[config.mk]
export PLATFORM = sky130hd
export DESIGN_NAME = hsl_to_rgb_pixel_unit
export DESIGN_NICKNAME = d
export VERILOG_FILES = /design/src/rtl/hsl2rgb_pkg.sv /design/src/rtl/hsl_to_rgb_pixel_unit.sv /design/src/rtl/hsl2rgb_pipe_ctrl.sv /design/src/rtl/hsl2rgb_front.sv /design/src/rtl/hsl2rgb_mix.sv /design/src/rtl/hsl2rgb_byte.sv
export SDC_FILE = /design/constraint.sdc
export NUM_CORES = 2
export LEC_CHECK = 0
export BUFFER_PORTS_ARGS = -buffer_cell sky130_fd_sc_hd__clkbuf_2
export CORE_UTILIZATION = 60
export CTS_CLUSTER_SIZE = 30
export DETAILED_ROUTE_END_ITERATION = 16
export HOLD_SLACK_MARGIN = 0.03
export PLACE_DENSITY = 0.77
export SKIP_LAST_GASP = 1
export SLEW_MARGIN = 0
export SYNTH_ARGS = -nofsm -noshare
export SYNTH_HDL_FRONTEND = slang
export SYNTH_SLANG_ARGS = --single-unit
[constraint.sdc]
create_clock -name clk -period 22.7 [get_ports clk]
set_clock_uncertainty 0.2 [all_clocks]
set_input_delay 4.54 -clock clk [delete_from_list [all_inputs] [get_ports clk]]
set_output_delay 4.54 -clock clk [all_outputs]
set_load 0.005 [all_outputs]
[src/rtl/hsl2rgb_pkg.sv]
// ----------------------------------------------------------------------------
// hsl2rgb_pkg
// shared widths, codes and pipeline words for the hsl to rgb pixel unit
// ----------------------------------------------------------------------------
`default_nettype none

package hsl2rgb_pkg;

  localparam int FRAC_BITS  = 16;
  localparam int IN_W       = FRAC_BITS + 1;
  localparam int PROD_W     = 2 * IN_W;
  localparam int SEXT_W     = 3;
  localparam int H6_W       = FRAC_BITS + SEXT_W;
  localparam int BYTE_W     = 8;
  localparam int SCALE_W    = IN_W + BYTE_W;
  localparam int NUM_STAGES = 6;

  localparam logic [IN_W-1:0]   ONE      = {1'b1, {FRAC_BITS{1'b0}}};
  localparam logic [IN_W-1:0]   HALF     = {2'b01, {(FRAC_BITS-1){1'b0}}};
  localparam logic [BYTE_W-1:0] BYTE_MAX = {BYTE_W{1'b1}};

  // stage positions in the pipeline
  localparam int ST_CLAMP = 0;
  localparam int ST_V     = 1;
  localparam int ST_M     = 2;
  localparam int ST_D     = 3;
  localparam int ST_SEL   = 4;
  localparam int ST_BYTE  = 5;

  // hue sextants
  localparam logic [SEXT_W-1:0] SEXT_RY   = 3'd0;
  localparam logic [SEXT_W-1:0] SEXT_YG   = 3'd1;
  localparam logic [SEXT_W-1:0] SEXT_GC   = 3'd2;
  localparam logic [SEXT_W-1:0] SEXT_CB   = 3'd3;
  localparam logic [SEXT_W-1:0] SEXT_BM   = 3'd4;
  localparam logic [SEXT_W-1:0] SEXT_MR   = 3'd5;
  localparam logic [SEXT_W-1:0] SEXT_WRAP = 3'd6;

  typedef logic [NUM_STAGES-1:0] stage_vec_t;

  typedef struct packed {
    stage_vec_t en;
    stage_vec_t valid;
  } pipe_ctrl_t;

  typedef struct packed {
    logic [IN_W-1:0]      v;
    logic [IN_W-1:0]      m;
    logic [IN_W-1:0]      diff;
    logic [IN_W-1:0]      light;
    logic [FRAC_BITS-1:0] fract;
    logic [SEXT_W-1:0]    sext;
    logic                 grey;
  } mix_word_t;

  typedef struct packed {
    logic [IN_W-1:0] r;
    logic [IN_W-1:0] g;
    logic [IN_W-1:0] b;
  } chan_word_t;

  function automatic logic [IN_W-1:0] clamp_one(input logic [IN_W-1:0] x);
    return (x > ONE) ? ONE : x;
  endfunction

endpackage

`default_nettype wire

[src/rtl/hsl_to_rgb_pixel_unit.sv]
// ----------------------------------------------------------------------------
// hsl_to_rgb_pixel_unit
// hsl to 8-bit rgb pixel converter, six-stage pipeline
// ----------------------------------------------------------------------------
// Takes hue, saturation and lightness as unsigned fractions with 16 fraction
// bits (65536 is 1.0, larger values clamp to 1.0) and returns truncated red,
// green and blue bytes. One word is accepted every clock cycle while the
// output is taken or a stage is empty. A word passes through six register
// stages in order: clamp and l*s multiply, v, m and v - m, the (v - m) *
// hue fraction multiply, sextant select, and byte scaling, the last being
// the output register. An empty stage fills while the output stalls, so
// in_ready stays high until all six stages hold a word.
// ----------------------------------------------------------------------------
`default_nettype none

module hsl_to_rgb_pixel_unit (
  input  wire                              clk,
  input  wire                              rst_n,
  input  wire                              in_valid,
  output logic                             in_ready,
  input  wire  [hsl2rgb_pkg::IN_W-1:0]     in_hue,
  input  wire  [hsl2rgb_pkg::IN_W-1:0]     in_saturation,
  input  wire  [hsl2rgb_pkg::IN_W-1:0]     in_lightness,
  output logic                             out_valid,
  input  wire                              out_ready,
  output logic [hsl2rgb_pkg::BYTE_W-1:0]   out_red,
  output logic [hsl2rgb_pkg::BYTE_W-1:0]   out_green,
  output logic [hsl2rgb_pkg::BYTE_W-1:0]   out_blue
);

  hsl2rgb_pkg::pipe_ctrl_t  ctrl;
  hsl2rgb_pkg::mix_word_t   mix_word;
  hsl2rgb_pkg::chan_word_t  chan;

  hsl2rgb_pipe_ctrl u_ctrl (
    .clk       (clk),
    .rst_n     (rst_n),
    .in_valid  (in_valid),
    .in_ready  (in_ready),
    .out_valid (out_valid),
    .out_ready (out_ready),
    .ctrl      (ctrl)
  );

  hsl2rgb_front u_front (
    .clk           (clk),
    .ctrl          (ctrl),
    .in_hue        (in_hue),
    .in_saturation (in_saturation),
    .in_lightness  (in_lightness),
    .word          (mix_word)
  );

  hsl2rgb_mix u_mix (
    .clk  (clk),
    .ctrl (ctrl),
    .word (mix_word),
    .chan (chan)
  );

  hsl2rgb_byte u_byte (
    .clk       (clk),
    .ctrl      (ctrl),
    .chan      (chan),
    .out_red   (out_red),
    .out_green (out_green),
    .out_blue  (out_blue)
  );

  // a taken output frees every stage
  a_drain_frees_input: assert property (@(posedge clk) disable iff (!rst_n)
    out_ready |-> in_ready)
    else $error("input stalled while output is being taken");

  // an accepted word lands in the first stage
  a_accept_lands: assert property (@(posedge clk) disable iff (!rst_n)
    in_valid && in_ready |=> ctrl.valid[hsl2rgb_pkg::ST_CLAMP])
    else $error("accepted word lost at pipeline entry");

  // a full pipeline under a stalled output takes nothing
  a_full_blocks: assert property (@(posedge clk) disable iff (!rst_n)
    (&ctrl.valid) && !out_ready |-> !in_ready)
    else $error("word accepted into a full stalled pipeline");

endmodule

`default_nettype wire

[src/rtl/hsl2rgb_pipe_ctrl.sv]
// ----------------------------------------------------------------------------
// hsl2rgb_pipe_ctrl
// valid bits and per-stage load enables; bubbles collapse under a stall
// ----------------------------------------------------------------------------
`default_nettype none

module hsl2rgb_pipe_ctrl (
  input  wire                      clk,
  input  wire                      rst_n,
  input  wire                      in_valid,
  output logic                     in_ready,
  output logic                     out_valid,
  input  wire                      out_ready,
  output hsl2rgb_pkg::pipe_ctrl_t  ctrl
);

  hsl2rgb_pkg::stage_vec_t valid_r;
  hsl2rgb_pkg::stage_vec_t valid_nxt;
  hsl2rgb_pkg::stage_vec_t en;

  always_comb begin
    en[hsl2rgb_pkg::NUM_STAGES-1] = !valid_r[hsl2rgb_pkg::NUM_STAGES-1] || out_ready;
    for (int k = hsl2rgb_pkg::NUM_STAGES - 2; k >= 0; k--) begin
      en[k] = !valid_r[k] || en[k+1];
    end
  end

  always_comb begin
    valid_nxt = valid_r;
    if (en[0]) begin
      valid_nxt[0] = in_valid;
    end
    for (int k = 1; k < hsl2rgb_pkg::NUM_STAGES; k++) begin
      if (en[k]) begin
        valid_nxt[k] = valid_r[k-1];
      end
    end
  end

  always_ff @(posedge clk) begin
    if (!rst_n) begin
      valid_r <= '0;
    end else begin
      valid_r <= valid_nxt;
    end
  end

  assign in_ready   = en[0];
  assign out_valid  = valid_r[hsl2rgb_pkg::NUM_STAGES-1];
  assign ctrl.en    = en;
  assign ctrl.valid = valid_r;

endmodule

`default_nettype wire

[src/rtl/hsl2rgb_front.sv]
// ----------------------------------------------------------------------------
// hsl2rgb_front
// clamp, l*s product, v and m, hue split into sextant and fraction
// ----------------------------------------------------------------------------
`default_nettype none

module hsl2rgb_front (
  input  wire                                clk,
  input  hsl2rgb_pkg::pipe_ctrl_t            ctrl,
  input  wire  [hsl2rgb_pkg::IN_W-1:0]       in_hue,
  input  wire  [hsl2rgb_pkg::IN_W-1:0]       in_saturation,
  input  wire  [hsl2rgb_pkg::IN_W-1:0]       in_lightness,
  output hsl2rgb_pkg::mix_word_t             word
);

  localparam int IN_W   = hsl2rgb_pkg::IN_W;
  localparam int PROD_W = hsl2rgb_pkg::PROD_W;
  localparam int H6_W   = hsl2rgb_pkg::H6_W;
  localparam int FB     = hsl2rgb_pkg::FRAC_BITS;

  // stage 1
  logic [IN_W-1:0]   h_c, s_c, l_c;
  logic [H6_W-1:0]   h6;
  logic [H6_W-1:0]   s1_h6_r;
  logic [IN_W-1:0]   s1_l_r, s1_s_r;
  logic [PROD_W-1:0] s1_ls_r;
  logic              s1_low_r;

  assign h_c = hsl2rgb_pkg::clamp_one(in_hue);
  assign s_c = hsl2rgb_pkg::clamp_one(in_saturation);
  assign l_c = hsl2rgb_pkg::clamp_one(in_lightness);
  assign h6  = (H6_W'(h_c) << 2) + (H6_W'(h_c) << 1);

  always_ff @(posedge clk) begin
    if (ctrl.en[hsl2rgb_pkg::ST_CLAMP]) begin
      s1_h6_r  <= h6;
      s1_l_r   <= l_c;
      s1_s_r   <= s_c;
      s1_ls_r  <= PROD_W'(l_c) * PROD_W'(s_c);
      s1_low_r <= (l_c <= hsl2rgb_pkg::HALF);
    end
  end

  // stage 2: v
  logic [PROD_W-1:0] l_sh, s_sh, v2;
  logic [H6_W-1:0]   s2_h6_r;
  logic [IN_W-1:0]   s2_l_r, s2_v_r;

  assign l_sh = PROD_W'(s1_l_r) << FB;
  assign s_sh = PROD_W'(s1_s_r) << FB;
  assign v2   = s1_low_r ? (l_sh + s1_ls_r) : (l_sh + s_sh - s1_ls_r);

  always_ff @(posedge clk) begin
    if (ctrl.en[hsl2rgb_pkg::ST_V]) begin
      s2_h6_r <= s1_h6_r;
      s2_l_r  <= s1_l_r;
      s2_v_r  <= v2[FB +: IN_W];
    end
  end

  // stage 3: m, v - m, sextant
  logic [IN_W:0]                    twol, m_full;
  logic [IN_W-1:0]                  m;
  logic [hsl2rgb_pkg::SEXT_W-1:0]   sext;
  hsl2rgb_pkg::mix_word_t           s3_word_r;

  assign twol   = {s2_l_r, 1'b0};
  assign m_full = (twol >= {1'b0, s2_v_r}) ? (twol - {1'b0, s2_v_r}) : '0;
  assign m      = m_full[IN_W-1:0];
  assign sext   = s2_h6_r[FB +: hsl2rgb_pkg::SEXT_W];

  always_ff @(posedge clk) begin
    if (ctrl.en[hsl2rgb_pkg::ST_M]) begin
      s3_word_r.v     <= s2_v_r;
      s3_word_r.m     <= m;
      s3_word_r.diff  <= s2_v_r - m;
      s3_word_r.light <= s2_l_r;
      s3_word_r.fract <= s2_h6_r[FB-1:0];
      s3_word_r.sext  <= sext;
      s3_word_r.grey  <= (s2_v_r == '0) || (sext == hsl2rgb_pkg::SEXT_WRAP);
    end
  end

  assign word = s3_word_r;

endmodule

`default_nettype wire

[src/rtl/hsl2rgb_mix.sv]
// ----------------------------------------------------------------------------
// hsl2rgb_mix
// mid value from (v - m) times hue fraction, channel pick by sextant
// ----------------------------------------------------------------------------
`default_nettype none

module hsl2rgb_mix (
  input  wire                        clk,
  input  hsl2rgb_pkg::pipe_ctrl_t    ctrl,
  input  hsl2rgb_pkg::mix_word_t     word,
  output hsl2rgb_pkg::chan_word_t    chan
);

  localparam int IN_W   = hsl2rgb_pkg::IN_W;
  localparam int PROD_W = hsl2rgb_pkg::PROD_W;
  localparam int FB     = hsl2rgb_pkg::FRAC_BITS;

  // stage 4: d
  logic [PROD_W-1:0]       prod;
  hsl2rgb_pkg::mix_word_t  s4_word_r;
  logic [IN_W-1:0]         s4_d_r;

  assign prod = PROD_W'(word.diff) * PROD_W'(word.fract);

  always_ff @(posedge clk) begin
    if (ctrl.en[hsl2rgb_pkg::ST_D]) begin
      s4_word_r <= word;
      s4_d_r    <= prod[FB +: IN_W];
    end
  end

  // stage 5: select
  logic [IN_W-1:0]          rise, fall;
  hsl2rgb_pkg::chan_word_t  sel;
  hsl2rgb_pkg::chan_word_t  s5_chan_r;

  assign rise = s4_word_r.m + s4_d_r;
  assign fall = s4_word_r.v - s4_d_r;

  always_comb begin
    sel.r = s4_word_r.light;
    sel.g = s4_word_r.light;
    sel.b = s4_word_r.light;
    if (!s4_word_r.grey) begin
      case (s4_word_r.sext)
        hsl2rgb_pkg::SEXT_RY: begin
          sel.r = s4_word_r.v; sel.g = rise;        sel.b = s4_word_r.m;
        end
        hsl2rgb_pkg::SEXT_YG: begin
          sel.r = fall;        sel.g = s4_word_r.v; sel.b = s4_word_r.m;
        end
        hsl2rgb_pkg::SEXT_GC: begin
          sel.r = s4_word_r.m; sel.g = s4_word_r.v; sel.b = rise;
        end
        hsl2rgb_pkg::SEXT_CB: begin
          sel.r = s4_word_r.m; sel.g = fall;        sel.b = s4_word_r.v;
        end
        hsl2rgb_pkg::SEXT_BM: begin
          sel.r = rise;        sel.g = s4_word_r.m; sel.b = s4_word_r.v;
        end
        hsl2rgb_pkg::SEXT_MR: begin
          sel.r = s4_word_r.v; sel.g = s4_word_r.m; sel.b = fall;
        end
        default: begin
          sel.r = s4_word_r.light;
          sel.g = s4_word_r.light;
          sel.b = s4_word_r.light;
        end
      endcase
    end
  end

  always_ff @(posedge clk) begin
    if (ctrl.en[hsl2rgb_pkg::ST_SEL]) begin
      s5_chan_r <= sel;
    end
  end

  assign chan = s5_chan_r;

endmodule

`default_nettype wire

[src/rtl/hsl2rgb_byte.sv]
// ----------------------------------------------------------------------------
// hsl2rgb_byte
// channel times 255, truncated and saturated to a byte; output register
// ----------------------------------------------------------------------------
`default_nettype none

module hsl2rgb_byte (
  input  wire                                  clk,
  input  hsl2rgb_pkg::pipe_ctrl_t              ctrl,
  input  hsl2rgb_pkg::chan_word_t              chan,
  output logic [hsl2rgb_pkg::BYTE_W-1:0]       out_red,
  output logic [hsl2rgb_pkg::BYTE_W-1:0]       out_green,
  output logic [hsl2rgb_pkg::BYTE_W-1:0]       out_blue
);

  localparam int IN_W    = hsl2rgb_pkg::IN_W;
  localparam int BYTE_W  = hsl2rgb_pkg::BYTE_W;
  localparam int SCALE_W = hsl2rgb_pkg::SCALE_W;
  localparam int FB      = hsl2rgb_pkg::FRAC_BITS;
  localparam int Q_W     = SCALE_W - FB;

  function automatic logic [BYTE_W-1:0] to_byte(input logic [IN_W-1:0] c);
    logic [SCALE_W-1:0] scaled;
    logic [Q_W-1:0]     q;
    scaled = (SCALE_W'(c) << BYTE_W) - SCALE_W'(c);
    q      = scaled[SCALE_W-1:FB];
    return (q > Q_W'(hsl2rgb_pkg::BYTE_MAX)) ? hsl2rgb_pkg::BYTE_MAX : q[BYTE_W-1:0];
  endfunction

  logic [BYTE_W-1:0] red_r, green_r, blue_r;

  always_ff @(posedge clk) begin
    if (ctrl.en[hsl2rgb_pkg::ST_BYTE]) begin
      red_r   <= to_byte(chan.r);
      green_r <= to_byte(chan.g);
      blue_r  <= to_byte(chan.b);
    end
  end

  assign out_red   = red_r;
  assign out_green = green_r;
  assign out_blue  = blue_r;

endmodule

`default_nettype wire
==> key figures <==
Yosys
  • Yosys reg bits: approximately 380
  • Synth top area cells: edfxtp_1 29%, fa_1 23%, ha_1 11%, inv_1 6.9%, nand2_1 4.9%
  • Post-synth top cells: 693 x inv_1, 499 x nand2_1, 438 x fa_1
  • Count leader, synth: inv_1
  • Ys Warns: 0
  • Yosys top cell by area: edfxtp_1
  • Avg Cell Area, Syn: 9.80 sq um
  • Seq/Total Area, Yosys: 0.298
  • Dominant synthesized flop cell: edfxtp_1
  • Cells after Synth: 3865
  • Async S/R FF share, synth: 0
  • Syn Nets: 4706
  • Number of flops mapped to enable cells by yosys: between 300 and 400
  • Mapped Area: between 30000 and 40000 sq um
  • Synth top area share: 0.295
  • Count of cell types in the netlist: 75

Timing
  • Worst-margin pin slew: about 1.3 ns
  • Unrepaired setup endpoints after global routing: false
  • Max-slew headroom: 0.145
  • Setup TNS: 0 ns
  • F_max: 0.0811 GHz
  • # setup viols final: 0
  • Post-layout worst setup margin: 10.37 ns
  • Final hold vios: 0
  • Final Critical Period: 12.33 ns
  • Crit share post-route: 0.543
  • Final Max Slew Viols: 0

Route
  • ANT nets after route: 0
  • TritonRoute pass-1 iters: 6
  • Iteration-0 DRC Markers: roughly 2300
  • WL final: 89300 um
  • Vias per inst: 5.75
  • Routed via count: 27335
  • DRC viols: 0
  • DR WL/cell: 18.8 um

CTS
  • # clock sinks: 378
  • Clock transition at path regs: 0.06 ns
  • CTS hold repair buffers: 0
  • CTS Buf Count: 42
  • Post-CTS Resized: 0
  • CTS tree: yes
  • Root buffer cell: clkbuf_16
  • Post-CTS setup buffers: 0
  • H-tree levels: 2
  • Later-pin clock latency in the skew report: 0.59 ns
  • Maximum buffer depth of the clock tree: 3

Global route
  • Initial antenna violation count: 0
  • GR Util All Layers: 0.292
  • Largest net degree at the start of global routing: 77
  • Vias in the first global route: 28410
  • First-pass GRT wire length: 147000 um
  • Total gr overflow: 0

Floorplan
  • Die Span Y: between 200 and 300 um
  • Core ar.: 62100 sq um
  • Starting density of the core: 0.610
  • Die Footprint: approximately 64000 sq um
  • Std-Cell Rows: 91
  • Top Ports: 81
  • Die width: 253 um

Hold path
  • Hold Crit Depth: 0
  • Hold wc startpoint: u_front.word[29]
  • HP Class: flip-flop to flip-flop
  • Worst Hold End: u_mix.s4_word_r[29]

Run
  • Max-Cap Viols: 0

Critical path
  • Crit path DAT: 12.45 ns
  • Reg2Reg Setup Slack: 15.43 ns
  • Worst EP required: 22.81 ns
  • Reg2reg start: u_front.word[46]
  • Worst r2r dst: u_mix.s4_d_r[15]
  • Crit path top cell by count: fa_1
  • Critical path endpoint category: flip-flop
  • Worst path max stage delay: 0.83 ns
  • Cell Chain, Critical Path: clkbuf_2 -> or4_1 -> o31ai_1 -> nand2_1 -> inv_1 -> nand2_1 -> fa_1 -> fa_1 -> fa_1 -> inv_1 -> fa_1 -> fa_1 -> inv_1 -> fa_1 -> inv_1 -> ha_1 -> o21ai_0 -> a31oi_1 -> o21ai_0 -> o21ai_1 -> a311oi_1 -> nor2_1 -> a211o_1
  • Buf/Inv on CP: 5
  • Critical path class: input port to flip-flop
  • Worst Path Max Fanout: 12
  • Startpoint Class: input port
  • Family with the most delay on the worst path: adder cells
  • Worst reg-to-reg path cell count: 21
  • Critical path's slowest cell: o31ai_1

Place
  • GP Congestion: 0.964
  • PortBufs: 80
  • Post-DP HPWL: 68800 um
  • Setup slack at placement: 9.89 ns

Cells and area
  • Share of layout cells above drive strength 1: 0.0495
  • Multi-input gate area: 23500 sq um
  • Fillers: 4958
  • Fin util: 0.652
  • Final nets: 4727
  • Register area: between 10000 and 15000 sq um
  • Area delta synth->final: 6.88%
  • Ant diodes: 0

Outcome
  • Run status: complete, no violations
## how the worst max path moves through the flow
stage | startpoint | endpoint | slack [ns] | cells past startpoint
after floorplan | out_ready | in_ready | 10.81 | 4
after global placement | in_lightness[6] | u_front.s1_ls_r[32] | 10.04 | 23
after detailed placement | in_lightness[15] | u_front.s1_ls_r[32] | 9.89 | 23
after CTS | in_lightness[15] | u_front.s1_ls_r[32] | 10.46 | 23
after global routing | in_lightness[3] | u_front.s1_ls_r[32] | 9.82 | 24
final | in_lightness[6] | u_front.s1_ls_r[32] | 10.37 | 23
## layout make-up
class                      count  area share
clock buffer                  53      0.0277
clock inverter                22     0.00807
inverter                     702      0.0651
multi-input combinational   2663       0.581
sequential                   378       0.279
tap                          837      0.0259
timing repair buffer          99      0.0134
## sequential cells by signal, summed over array words and instances (netlist names)
register          cells
u_front.s2_h6_r      18
u_byte.out_blue       8
u_mix.s4_word_r      55
u_front.s1_low_r      1
u_front.s1_ls_r      33
u_front.s1_h6_r      18
u_byte.out_green      8
u_front.s1_l_r       17
u_mix.chan           51
u_front.s2_v_r       17
u_front.word         87
u_byte.out_red        8
u_front.s2_l_r       17
u_front.s1_s_r       17
u_mix.s4_d_r         17
u_ctrl.valid_r        6
## metal layers
| layer | vias to the layer above | track usage | share of wire |
|---|---|---|---|
| met3 | 268 | 0.0433 | 0.074 |
| li1 | 12745 | - | - |
| met1 | 13188 | 0.365 | 0.39 |
| met5 | - | 0 | 0 |
| met2 | 1134 | 0.493 | 0.48 |
| met4 | 0 | 0.153 | 0.054 |
## cell families after synthesis
logic type      Yosys count  share of synthesized area
compound gates          591                      0.102
buf+inv                 824                     0.0816
flops                   378                      0.298
xor+xnor                153                     0.0354
mux                       8                    0.00228
other cells               1                  0.0000990
simple gates           1124                      0.134
fa+ha+maj               786                      0.346
## worst register-to-register path: cells and delay by family, from the launching register on
kind	cells	cell delay (ns)
xor gates and xnor gates	1	0.14
adders and majority gates	7	3.20
DFF	1	0.84
AOI/OAI and AO/OA	6	1.62
and+or+nand+nor	2	0.75
buffers and inverters	5	0.26
## cells in the final DEF, fill, tap and decap left out, types with 12 or more instances in the layout
cell       Yosys  final
and3_1        24     24
nor2_1       256    256
clkinv_1       7     12
a221oi_1      30     30
clkbuf_16      0     42
nand4_1       14     14
fa_1         438    438
a211oi_1      23     23
edfxtp_1     372    372
a31oi_1       29     29
nor2b_1       34     34
clkbuf_2       0     80
a21o_1        54     54
nand3_1       32     31
o21bai_1      14     14
nor3_1        42     41
buf_4          0     19
ha_1         348    348
nor4_1        26     26
xnor2_1      101    101
nand2b_1      36     36
xor2_1        52     52
o21ai_0      118    118
and2_1       113    113
nand2_1      499    497
o21a_1        37     37
or3_1         16     16
a21oi_1      175    175
inv_1        693    691
## per-stage QoR
| stage | hold WS (ns) | cells | area (sq um) |
|---|---|---|---|
| 2_1_floorplan | 0.200 | 3865 | 37900 |
| 6_report | 0.197 | 4754 | 40500 |
| 4_1_cts | 0.198 | 4754 | 40500 |
| 5_1_grt | 0.210 | 4754 | 40500 |
| 3_5_place_dp | 0.205 | 4679 | 39000 |
| 3_3_place_gp | 0.201 | 4679 | 39000 |
Power is not shown: default switching activity piles up to over one toggle a cycle in this logic, so the estimate is an artifact.
